$ cat src/design/spherical_shell_normaliser_top_defines.svh
// assertion macros for the spherical shell normaliser
`ifndef SPHERICAL_SHELL_NORMALISER_TOP_DEFINES_SVH
`define SPHERICAL_SHELL_NORMALISER_TOP_DEFINES_SVH

`ifndef NO_ASSERTIONS
`define SSN_ASSERT_IMP(lbl, cond, conseq, msg) \
  lbl: assert property (@(posedge clk) disable iff (rst) (cond) |-> (conseq)) else $error(msg);
`define SSN_ASSERT_NXT(lbl, cond, conseq, msg) \
  lbl: assert property (@(posedge clk) disable iff (rst) (cond) |=> (conseq)) else $error(msg);
`else
`define SSN_ASSERT_IMP(lbl, cond, conseq, msg)
`define SSN_ASSERT_NXT(lbl, cond, conseq, msg)
`endif

`endif

$ cat src/design/ssn_pkg.sv
`timescale 1ns / 1ps
// ----------------------------------------------------------------------------
// ssn_pkg
// Types, constants and helper functions of the spherical shell normaliser.
// ----------------------------------------------------------------------------
package ssn_pkg;

  localparam int CentreW = 24;
  localparam int DataW   = 32;
  localparam int EdgeW   = 26;
  localparam int CubeW   = 80;
  localparam int AccW    = 113;
  localparam int MplW    = 35;
  localparam int CntW    = 6;
  localparam int NumShift = 39;

  localparam logic [MplW-1:0] VolK = 35'd17990716939;

  localparam logic signed [EdgeW+1:0] EdgeMax = 28'sd33554431;
  localparam logic signed [EdgeW+1:0] EdgeMin = -28'sd33554432;

  localparam logic [DataW-1:0] SatPos = 32'h7FFF_FFFF;
  localparam logic [DataW-1:0] SatNeg = 32'h8000_0000;

  typedef enum logic [3:0] {
    ST_IDLE,
    ST_OUTER,
    ST_SQ,
    ST_CB,
    ST_CSIGN,
    ST_DIFF,
    ST_DABS,
    ST_DEN,
    ST_DCHK,
    ST_DIV,
    ST_QSAT,
    ST_PUSH
  } state_t;

  typedef struct packed {
    logic [DataW-1:0] norm_value;
    logic [DataW-1:0] norm_error;
    logic             zero_volume;
    logic             end_of_sequence;
  } res_t;

  function automatic logic [EdgeW-1:0] sat_edge(input logic signed [EdgeW+1:0] e);
    logic [EdgeW-1:0] r;
    if (e > EdgeMax) begin
      r = EdgeMax[EdgeW-1:0];
    end else if (e < EdgeMin) begin
      r = EdgeMin[EdgeW-1:0];
    end else begin
      r = e[EdgeW-1:0];
    end
    return r;
  endfunction

  function automatic logic [EdgeW-1:0] edge_mag(input logic [EdgeW-1:0] e);
    return e[EdgeW-1] ? (~e + 1'b1) : e;
  endfunction

  function automatic logic [DataW:0] data_mag(input logic [DataW-1:0] raw);
    logic [DataW-1:0] n;
    n = ~raw + 1'b1;
    return raw[DataW-1] ? {1'b0, n} : {1'b0, raw};
  endfunction

  function automatic logic [DataW-1:0] sat_zero(input logic [DataW-1:0] raw);
    logic [DataW-1:0] r;
    if (raw == '0) begin
      r = '0;
    end else if (raw[DataW-1]) begin
      r = SatNeg;
    end else begin
      r = SatPos;
    end
    return r;
  endfunction

  function automatic logic [DataW-1:0] sat_quot(input logic [DataW-1:0] q,
                                                input logic ovf, input logic neg);
    logic [DataW-1:0] r;
    if (neg) begin
      r = (ovf || q > SatNeg) ? SatNeg : (~q + 1'b1);
    end else begin
      r = (ovf || q[DataW-1]) ? SatPos : q;
    end
    return r;
  endfunction

endpackage

$ cat src/design/ssn_addsub.sv
`timescale 1ns / 1ps
// ----------------------------------------------------------------------------
// ssn_addsub
// Shared wide adder/subtractor used for multiply, negate and divide steps.
// ----------------------------------------------------------------------------
module ssn_addsub (
  input  logic [ssn_pkg::AccW-1:0] a,
  input  logic [ssn_pkg::AccW-1:0] b,
  input  logic                     sub,
  output logic [ssn_pkg::AccW-1:0] sum,
  output logic                     carry
);

  logic [ssn_pkg::AccW-1:0] b_eff;
  logic [ssn_pkg::AccW:0]   total;

  assign b_eff = sub ? ~b : b;
  assign total = {1'b0, a} + {1'b0, b_eff} + {{ssn_pkg::AccW{1'b0}}, sub};
  assign sum   = total[ssn_pkg::AccW-1:0];
  assign carry = total[ssn_pkg::AccW];

endmodule

$ cat src/design/ssn_core.sv
`timescale 1ns / 1ps
// ----------------------------------------------------------------------------
// ssn_core
// Sequencer and datapath: edges, cubes, shell volume and quotients computed
// bit-serially on one shared adder.
// ----------------------------------------------------------------------------
module ssn_core (
  input  logic                          clk,
  input  logic                          rst,
  input  logic                          errors_present,
  input  logic                          in_valid,
  output logic                          in_ready,
  input  logic [ssn_pkg::CentreW-1:0]   in_centre,
  input  logic [ssn_pkg::DataW-1:0]     in_value,
  input  logic [ssn_pkg::DataW-1:0]     in_error,
  input  logic                          in_first,
  input  logic                          in_last,
  output logic                          res_valid,
  input  logic                          res_ready,
  output ssn_pkg::res_t                 res
);

  localparam int AccW  = ssn_pkg::AccW;
  localparam int EdgeW = ssn_pkg::EdgeW;
  localparam int CubeW = ssn_pkg::CubeW;
  localparam int DataW = ssn_pkg::DataW;
  localparam int CntW  = ssn_pkg::CntW;
  localparam int MplW  = ssn_pkg::MplW;
  localparam logic [CntW-1:0] MagLast = CntW'(EdgeW - 1);
  localparam logic [CntW-1:0] KLast   = CntW'(MplW - 1);
  localparam logic [CntW-1:0] QLast   = CntW'(DataW - 1);

  ssn_pkg::state_t state, state_next;

  logic [1:0]                 pos;
  logic                       emit_held;
  logic                       cube_inner;
  logic                       div_err;

  logic [ssn_pkg::CentreW-1:0] held_centre, cur_centre;
  logic [DataW-1:0]           held_value, held_error, cur_value, cur_error;
  logic                       cur_last;
  logic [EdgeW-1:0]           inner_edge, edge_r;
  logic [CubeW-1:0]           inner_cubed, outer_cubed;
  logic [AccW-1:0]            acc, mcand;
  logic [MplW-1:0]            mplier;
  logic [CntW-1:0]            cnt;
  logic [DataW-1:0]           q;
  logic                       ovf, d_neg;
  logic [DataW-1:0]           r_value, r_error;
  logic                       r_zero;

  logic                       accept;
  logic [ssn_pkg::CentreW-1:0] sel_centre;
  logic [DataW-1:0]           sel_value, sel_error;
  logic signed [EdgeW+1:0]    edge_raw;
  logic [EdgeW-1:0]           edge_new, mag_new, mag_r;
  logic [AccW-1:0]            acc_shl, op_a, op_b, sum;
  logic                       op_sub, carry, neg_src;

  assign accept     = in_valid && in_ready;
  assign sel_centre = emit_held ? held_centre : cur_centre;
  assign sel_value  = emit_held ? held_value : cur_value;
  assign sel_error  = emit_held ? held_error : cur_error;
  assign acc_shl    = {acc[AccW-2:0], 1'b0};

  // inner edge from the first two centres, else outer edge from the inner one
  always_comb begin
    if (state == ssn_pkg::ST_IDLE) begin
      edge_raw = $signed({4'b0, held_centre}) + $signed({3'b0, held_centre, 1'b0})
                 - $signed({4'b0, in_centre});
    end else begin
      edge_raw = $signed({2'b0, sel_centre, 2'b0})
                 - $signed({{2{inner_edge[EdgeW-1]}}, inner_edge});
    end
  end

  assign edge_new = ssn_pkg::sat_edge(edge_raw);
  assign mag_new  = ssn_pkg::edge_mag(edge_new);
  assign mag_r    = ssn_pkg::edge_mag(edge_r);

  always_comb begin
    op_a    = acc;
    op_b    = '0;
    op_sub  = 1'b0;
    neg_src = (state == ssn_pkg::ST_CSIGN) ? edge_r[EdgeW-1] : acc[AccW-1];
    unique case (state)
      ssn_pkg::ST_SQ, ssn_pkg::ST_CB, ssn_pkg::ST_DEN: begin
        op_a = acc_shl;
        op_b = mplier[MplW-1] ? mcand : '0;
      end
      ssn_pkg::ST_CSIGN, ssn_pkg::ST_DABS: begin
        op_a   = neg_src ? '0 : acc;
        op_b   = neg_src ? acc : '0;
        op_sub = neg_src;
      end
      ssn_pkg::ST_DIFF: begin
        op_a   = {{(AccW-CubeW){outer_cubed[CubeW-1]}}, outer_cubed};
        op_b   = {{(AccW-CubeW){inner_cubed[CubeW-1]}}, inner_cubed};
        op_sub = 1'b1;
      end
      ssn_pkg::ST_DCHK: begin
        op_b   = mcand;
        op_sub = 1'b1;
      end
      ssn_pkg::ST_DIV: begin
        op_a   = acc_shl;
        op_b   = mcand;
        op_sub = 1'b1;
      end
      default: begin
        op_a = acc;
      end
    endcase
  end

  ssn_addsub u_addsub (
    .a     (op_a),
    .b     (op_b),
    .sub   (op_sub),
    .sum   (sum),
    .carry (carry)
  );

  always_comb begin
    state_next = state;
    unique case (state)
      ssn_pkg::ST_IDLE: begin
        if (in_valid) begin
          if (in_first) begin
            state_next = in_last ? ssn_pkg::ST_PUSH : ssn_pkg::ST_IDLE;
          end else if (pos == 2'd1) begin
            state_next = ssn_pkg::ST_SQ;
          end else if (pos == 2'd2) begin
            state_next = ssn_pkg::ST_OUTER;
          end
        end
      end
      ssn_pkg::ST_OUTER: state_next = ssn_pkg::ST_SQ;
      ssn_pkg::ST_SQ:    if (cnt == '0) state_next = ssn_pkg::ST_CB;
      ssn_pkg::ST_CB:    if (cnt == '0) state_next = ssn_pkg::ST_CSIGN;
      ssn_pkg::ST_CSIGN: state_next = cube_inner ? ssn_pkg::ST_OUTER : ssn_pkg::ST_DIFF;
      ssn_pkg::ST_DIFF:  state_next = (sum == '0) ? ssn_pkg::ST_PUSH : ssn_pkg::ST_DABS;
      ssn_pkg::ST_DABS:  state_next = ssn_pkg::ST_DEN;
      ssn_pkg::ST_DEN:   if (cnt == '0) state_next = ssn_pkg::ST_DCHK;
      ssn_pkg::ST_DCHK:  state_next = carry ? ssn_pkg::ST_QSAT : ssn_pkg::ST_DIV;
      ssn_pkg::ST_DIV:   if (cnt == '0) state_next = ssn_pkg::ST_QSAT;
      ssn_pkg::ST_QSAT: begin
        state_next = (!div_err && errors_present) ? ssn_pkg::ST_DCHK : ssn_pkg::ST_PUSH;
      end
      ssn_pkg::ST_PUSH: begin
        if (res_ready) begin
          state_next = emit_held ? ssn_pkg::ST_OUTER : ssn_pkg::ST_IDLE;
        end
      end
      default: state_next = ssn_pkg::ST_IDLE;
    endcase
  end

  always_comb begin
    in_ready            = (state == ssn_pkg::ST_IDLE);
    res_valid           = (state == ssn_pkg::ST_PUSH);
    res.norm_value      = r_value;
    res.norm_error      = r_error;
    res.zero_volume     = r_zero;
    res.end_of_sequence = !emit_held && cur_last;
  end

  always_ff @(posedge clk) begin
    if (rst) begin
      state      <= ssn_pkg::ST_IDLE;
      pos        <= 2'd0;
      emit_held  <= 1'b0;
      cube_inner <= 1'b0;
      div_err    <= 1'b0;
    end else begin
      state <= state_next;
      if (accept) begin
        if (in_first) begin
          pos       <= in_last ? 2'd0 : 2'd1;
          emit_held <= 1'b0;
        end else if (pos != 2'd0) begin
          pos        <= in_last ? 2'd0 : 2'd2;
          emit_held  <= (pos == 2'd1);
          cube_inner <= (pos == 2'd1);
        end
      end
      if (state == ssn_pkg::ST_OUTER) begin
        cube_inner <= 1'b0;
      end
      if (state == ssn_pkg::ST_DEN) begin
        div_err <= 1'b0;
      end
      if (state == ssn_pkg::ST_QSAT) begin
        div_err <= 1'b1;
      end
      if (state == ssn_pkg::ST_PUSH && res_ready) begin
        emit_held <= 1'b0;
      end
    end
  end

  always_ff @(posedge clk) begin
    case (state)
      ssn_pkg::ST_IDLE: begin
        if (accept) begin
          cur_centre <= in_centre;
          cur_value  <= in_value;
          cur_error  <= in_error;
          cur_last   <= in_last;
          if (in_first) begin
            held_centre <= in_centre;
            held_value  <= in_value;
            held_error  <= in_error;
            r_value     <= in_value;
            r_error     <= in_error;
            r_zero      <= 1'b0;
          end else begin
            edge_r <= edge_new;
            acc    <= '0;
            mcand  <= {{(AccW-EdgeW){1'b0}}, mag_new};
            mplier <= {mag_new, {(MplW-EdgeW){1'b0}}};
            cnt    <= MagLast;
          end
        end
      end
      ssn_pkg::ST_OUTER: begin
        edge_r <= edge_new;
        acc    <= '0;
        mcand  <= {{(AccW-EdgeW){1'b0}}, mag_new};
        mplier <= {mag_new, {(MplW-EdgeW){1'b0}}};
        cnt    <= MagLast;
      end
      ssn_pkg::ST_SQ: begin
        acc    <= sum;
        mplier <= {mplier[MplW-2:0], 1'b0};
        cnt    <= cnt - 1'b1;
        if (cnt == '0) begin
          mcand  <= sum;
          acc    <= '0;
          mplier <= {mag_r, {(MplW-EdgeW){1'b0}}};
          cnt    <= MagLast;
        end
      end
      ssn_pkg::ST_CB: begin
        acc    <= sum;
        mplier <= {mplier[MplW-2:0], 1'b0};
        cnt    <= cnt - 1'b1;
      end
      ssn_pkg::ST_CSIGN: begin
        if (cube_inner) begin
          inner_edge  <= edge_r;
          inner_cubed <= sum[CubeW-1:0];
        end else begin
          outer_cubed <= sum[CubeW-1:0];
        end
      end
      ssn_pkg::ST_DIFF: begin
        acc         <= sum;
        r_zero      <= (sum == '0);
        inner_edge  <= edge_r;
        inner_cubed <= outer_cubed;
        r_value     <= ssn_pkg::sat_zero(sel_value);
        r_error     <= errors_present ? ssn_pkg::sat_zero(sel_error) : sel_error;
      end
      ssn_pkg::ST_DABS: begin
        d_neg  <= acc[AccW-1];
        mcand  <= sum;
        acc    <= '0;
        mplier <= ssn_pkg::VolK;
        cnt    <= KLast;
      end
      ssn_pkg::ST_DEN: begin
        acc    <= sum;
        mplier <= {mplier[MplW-2:0], 1'b0};
        cnt    <= cnt - 1'b1;
        if (cnt == '0) begin
          mcand <= sum;
          acc   <= {{(AccW-DataW-1-ssn_pkg::NumShift){1'b0}},
                    ssn_pkg::data_mag(sel_value), {ssn_pkg::NumShift{1'b0}}};
        end
      end
      ssn_pkg::ST_DCHK: begin
        ovf <= carry;
        q   <= '0;
        cnt <= QLast;
      end
      ssn_pkg::ST_DIV: begin
        acc <= carry ? sum : acc_shl;
        q   <= {q[DataW-2:0], carry};
        cnt <= cnt - 1'b1;
      end
      ssn_pkg::ST_QSAT: begin
        if (!div_err) begin
          r_value <= ssn_pkg::sat_quot(q, ovf, sel_value[DataW-1] ^ d_neg);
          if (errors_present) begin
            acc <= {{(AccW-DataW-1-ssn_pkg::NumShift){1'b0}},
                    ssn_pkg::data_mag(sel_error), {ssn_pkg::NumShift{1'b0}}};
          end else begin
            r_error <= sel_error;
          end
        end else begin
          r_error <= ssn_pkg::sat_quot(q, ovf, sel_error[DataW-1] ^ d_neg);
        end
      end
      default: begin
        acc <= acc;
      end
    endcase
  end

endmodule

$ cat src/design/spherical_shell_normaliser_top.sv
`timescale 1ns / 1ps
// ----------------------------------------------------------------------------
// spherical_shell_normaliser_top
// Divides histogram bin values and errors by their spherical shell volume.
// ----------------------------------------------------------------------------
// results: a zero shell volume skips the divider; a sequence's second bin gives
//   two results
// throughput: one item at a time; the bit-serial shift-add multiplier and
//   restoring divider share one 113-bit adder
// reset: synchronous rst clears sequencer, sequence position and errors_present
// ----------------------------------------------------------------------------
`include "spherical_shell_normaliser_top_defines.svh"

module spherical_shell_normaliser_top (
  input  logic        clk,
  input  logic        rst,
  input  logic        cfg_wr_en,
  input  logic        cfg_wr_data,    // errors_present
  input  logic        s_axis_tvalid,
  output logic        s_axis_tready,
  input  logic [87:0] s_axis_tdata,   // bin_centre, bin_value, bin_error
  input  logic        s_axis_tuser,   // first_bin
  input  logic        s_axis_tlast,   // last_bin
  output logic        m_axis_tvalid,
  input  logic        m_axis_tready,
  output logic [63:0] m_axis_tdata,   // norm_value, norm_error
  output logic        m_axis_tuser,   // zero_volume
  output logic        m_axis_tlast    // end_of_sequence
);

  logic          errors_present;
  logic          res_valid;
  logic          res_ready;
  ssn_pkg::res_t res;
  ssn_pkg::res_t out_res;

  always_ff @(posedge clk) begin
    if (rst) begin
      errors_present <= 1'b0;
    end else if (cfg_wr_en) begin
      errors_present <= cfg_wr_data;
    end
  end

  ssn_core u_core (
    .clk            (clk),
    .rst            (rst),
    .errors_present (errors_present),
    .in_valid       (s_axis_tvalid),
    .in_ready       (s_axis_tready),
    .in_centre      (s_axis_tdata[23:0]),
    .in_value       (s_axis_tdata[55:24]),
    .in_error       (s_axis_tdata[87:56]),
    .in_first       (s_axis_tuser),
    .in_last        (s_axis_tlast),
    .res_valid      (res_valid),
    .res_ready      (res_ready),
    .res            (res)
  );

  assign res_ready = !m_axis_tvalid || m_axis_tready;

  always_ff @(posedge clk) begin
    if (rst) begin
      m_axis_tvalid <= 1'b0;
    end else if (res_ready) begin
      m_axis_tvalid <= res_valid;
    end
  end

  always_ff @(posedge clk) begin
    if (res_valid && res_ready) begin
      out_res <= res;
    end
  end

  assign m_axis_tdata = {out_res.norm_error, out_res.norm_value};
  assign m_axis_tuser = out_res.zero_volume;
  assign m_axis_tlast = out_res.end_of_sequence;

  `SSN_ASSERT_IMP(a_no_overwrite, res_valid && m_axis_tvalid && !m_axis_tready, !res_ready, "result would overwrite an item not yet taken")
  `SSN_ASSERT_IMP(a_zero_vol_sat, m_axis_tvalid && m_axis_tuser, m_axis_tdata[31:0] == 32'h0 || m_axis_tdata[31:0] == 32'h7FFF_FFFF || m_axis_tdata[31:0] == 32'h8000_0000, "zero volume result not saturated")
  `SSN_ASSERT_NXT(a_pass_busy, s_axis_tvalid && s_axis_tready && s_axis_tuser && s_axis_tlast, !s_axis_tready, "single bin item did not hold off input")

endmodule
$ cat config.mk
export PLATFORM = sky130hd
export DESIGN_NAME = spherical_shell_normaliser_top
export DESIGN_NICKNAME = d
export VERILOG_FILES = /design/src/design/ssn_pkg.sv /design/src/design/ssn_addsub.sv /design/src/design/ssn_core.sv /design/src/design/spherical_shell_normaliser_top.sv
export VERILOG_INCLUDE_DIRS = /design/src /design/src/design
export SDC_FILE = /design/constraint.sdc
export NUM_CORES = 2
export LEC_CHECK = 0
export BUFFER_PORTS_ARGS = -buffer_cell sky130_fd_sc_hd__buf_2
export CAP_MARGIN = 20
export CORE_UTILIZATION = 45
export DETAILED_ROUTE_END_ITERATION = 8
export SLEW_MARGIN = 25
export SYNTH_ARGS = -nofsm -noshare
export SYNTH_HDL_FRONTEND = slang
export SYNTH_SLANG_ARGS = --single-unit
$ cat constraint.sdc
create_clock -name clk -period 13 [get_ports clk]
set_input_delay 1.95 -clock clk [delete_from_list [all_inputs] [get_ports clk]]
set_output_delay 1.95 -clock clk [all_outputs]
set_load 0.01 [all_outputs]
==> metrics.yaml <==
post-route-period-util_pct: 73.85
status: "finished with violations"
multiInputGateArea_um2: 27780
antenna_found_initial: 5
routed_wl_um: 198300
cp-startpoint: "u_core.held_centre[1]$_DFFE_PP_"
wl_per_cell_um: 27.08
dpl.hpwl_um: 143600
std_cell_rows: 127
grt_pass1_wl_um: 293800
drc_errors: 4
crit_fanout: 30
syn_area_um2: 54760
rr_worst_depth: 33
cts.sinks: 832
die_area_um2: 123100
htreeDepth: 3
synth-edff-count: 821
avgSynthCellArea_um2: 9.711
fin_crit_ns: 9.601
viasPerCell: 6.535
holdPathStages: 0
clk_pin_slew_ns: 0.06
ant_nets: 0
ioPinCount: 164
root_buffer: "clkbuf_16"
hold_buffers: 0
start_kind: "register"
fillers: 11190
arrival_ns: 10.08
async_flop_share_pct: 0
tightest_slew_ns: 1.142
cpPeakStageDelay_ns: 0.73
fmax_mhz: 104.2
vias: 47860
gp_congestion: 1.046
hp-class: "register to register"
die_w_um: 350.8
portBuffers: 163
grt_max_degree: 203
grtUsageTotal_pct: 31.53
post-synth-top-count-cell: "edfxtp_1"
violations: "DRC"
fin_tns_setup_ns: 0
nNetsFinal: 5918
drt_pre_antenna_iters: 9
critPathSlowestCell: "inv_1"
ys.flop_type: "edfxtp_1"
first_iter_violations: 6213
synth.largest_area_cell: "edfxtp_1"
finClkSkew_ns: 0.07283
grt_pass1_vias: 45320
finalMaxSlewViolations: 0
cts_resized: 0
start_util_pct: 45.52
r2r-start: "u_core.held_centre[1]$_DFFE_PP_"
cts_made_buffers: 96
synth.net_count: 5930
ys_warn_count: 0
die_y_um: 350.8
cts_tree: "yes"
grt_overflow: 0
setup_viol: 0
register_area_um2: 24880
synth_cell_type_count: 94
cts_setup_buffers: 0
syn_to_final_growth_pct: 10.19
drive_above_1_share_pct: 9.425
cpMostUsedCell: "a21oi_1"
ctsLongestPathBuffers: 3
synth_cells: 5639
finalHoldViolations: 0
endpoint_kind: "register"
ys_seq_elements: 832
min-delay-start: "u_core.r_value[16]$_DFFE_PP_"
clk-insertion-delay-late_ns: 0.76
synth.top_cells.by_count: "edfxtp_1, nand2_1, o21ai_0"
core_um2: 120300
cp.required_ns: 13.47
synthTopCellsByArea: "edfxtp_1, ha_1, o21ai_0"
hold_ws_ns: 0.4156
relSlewSlack_pct: 23.41
rsz0062_at_grt: "false"
maxCapViolCount: 0
ys_seq_area_share_pct: 45.42
yosysTopAreaCellShare_pct: 45.02
crit_type: "register to register"
[per-layer routing]
layer | track usage (%) | share of wire, %
met5 | 0 | 0.015
met4 | 12.99 | 4.4
met3 | 5.071 | 8.2
met2 | 49.41 | 45
met1 | 43.30 | 42
[layout make-up]
cell class / count / area share, %
repair buffers: 256 / 2.557
inverters: 258 / 1.613
flip-flops and latches: 832 / 41.23
well taps: 1612 / 3.343
clock inverters: 62 / 1.085
clock buffers: 117 / 4.112
diodes: 3 / 0.01244
multi-input cells: 4183 / 46.05
[path summary, 6_finish.rpt]
path | to | slack (ns)
setup / recovery | u_core.mplier[31]$_DFFE_PP_ | 3.40
hold / removal | m_axis_tdata[16]$_DFFE_PP_ | 0.42
setup reg to reg | u_core.mplier[31]$_DFFE_PP_ | 3.40
hold reg to reg | m_axis_tdata[16]$_DFFE_PP_ | 0.42
[placed cells by master, fill, tap and decap left out, types with 21 or more instances in the layout]
cell type	n
a21oi_1	399
o21ai_0	476
a221o_1	101
and3_1	27
nor2b_1	29
buf_2	163
o311ai_0	31
nor3_1	117
buf_4	90
a222oi_1	157
o21a_1	38
nor2_1	402
a211oi_1	30
xor2_1	96
mux2_2	51
o211ai_1	37
nand2_1	543
nand2b_1	35
mux2i_1	110
clkbuf_1	21
a21o_1	91
and4_1	25
a22oi_1	24
or2_2	21
and2_1	96
a31oi_1	44
nand4_1	107
or3_1	51
nand3_1	73
inv_1	254
edfxtp_1	821
a221oi_1	65
o31ai_1	36
ha_1	192
nor4_1	40
clkinv_1	21
o21bai_1	28
xnor2_1	260
clkbuf_16	96
o22ai_1	62
[metrics by stage]
stage | std cells | worst slack (ns) | instance area, µm² | util (%)
after global routing | 7321 | 2.513 | 60330 | 50.16
after floorplan | 5639 | 3.572 | 54760 | -
after detailed placement | 7141 | 3.572 | 57190 | 47.54
after global placement | 7141 | 3.619 | 57160 | 47.52
final | 7323 | 3.399 | 60340 | 50.16
after CTS | 7320 | 3.533 | 60330 | 50.15
[critical path, delay by kind of cell (launching register included)]
family | cells | cell delay, ns
fa+ha+maj | 3 | 1.03
compound gates | 18 | 4.57
flops | 1 | 0.43
buf+inv | 1 | 0.73
simple gates | 10 | 2.42
xor+xnor | 1 | 0.14
[kinds of logic (layout without fill, tap and decap cells)]
kind of cell	after synthesis	in the layout	synth area share, %
and+or+nand+nor	1655	1655	14.48
xor gates and xnor gates	357	357	5.710
AOI/OAI and AO/OA	1814	1814	22.50
muxes	162	162	3.078
buffers and inverters	624	693	4.307
other	0	3	0
DFF	832	832	45.42
adders and majority gates	195	195	4.497
[flip-flops by register name (all words and copies together) (netlist names), 2 cells and up]
signal / flops
m_axis_tdata: 64
u_core.held_centre: 24
u_core.state: 4
u_core.inner_edge: 26
u_core.acc: 113
u_core.cur_error: 32
u_core.cur_value: 32
u_core.cur_centre: 24
u_core.pos: 2
u_core.cnt: 6
u_core.edge_r: 26
u_core.outer_cubed: 80
u_core.q: 32
u_core.r_error: 32
u_core.held_value: 32
u_core.mcand: 113
u_core.mplier: 35
u_core.inner_cubed: 80
u_core.r_value: 32
u_core.held_error: 32
Power is left out: the tool's default activity adds up to more than one toggle a clock period on the data nets, which glitch-free logic cannot reach.
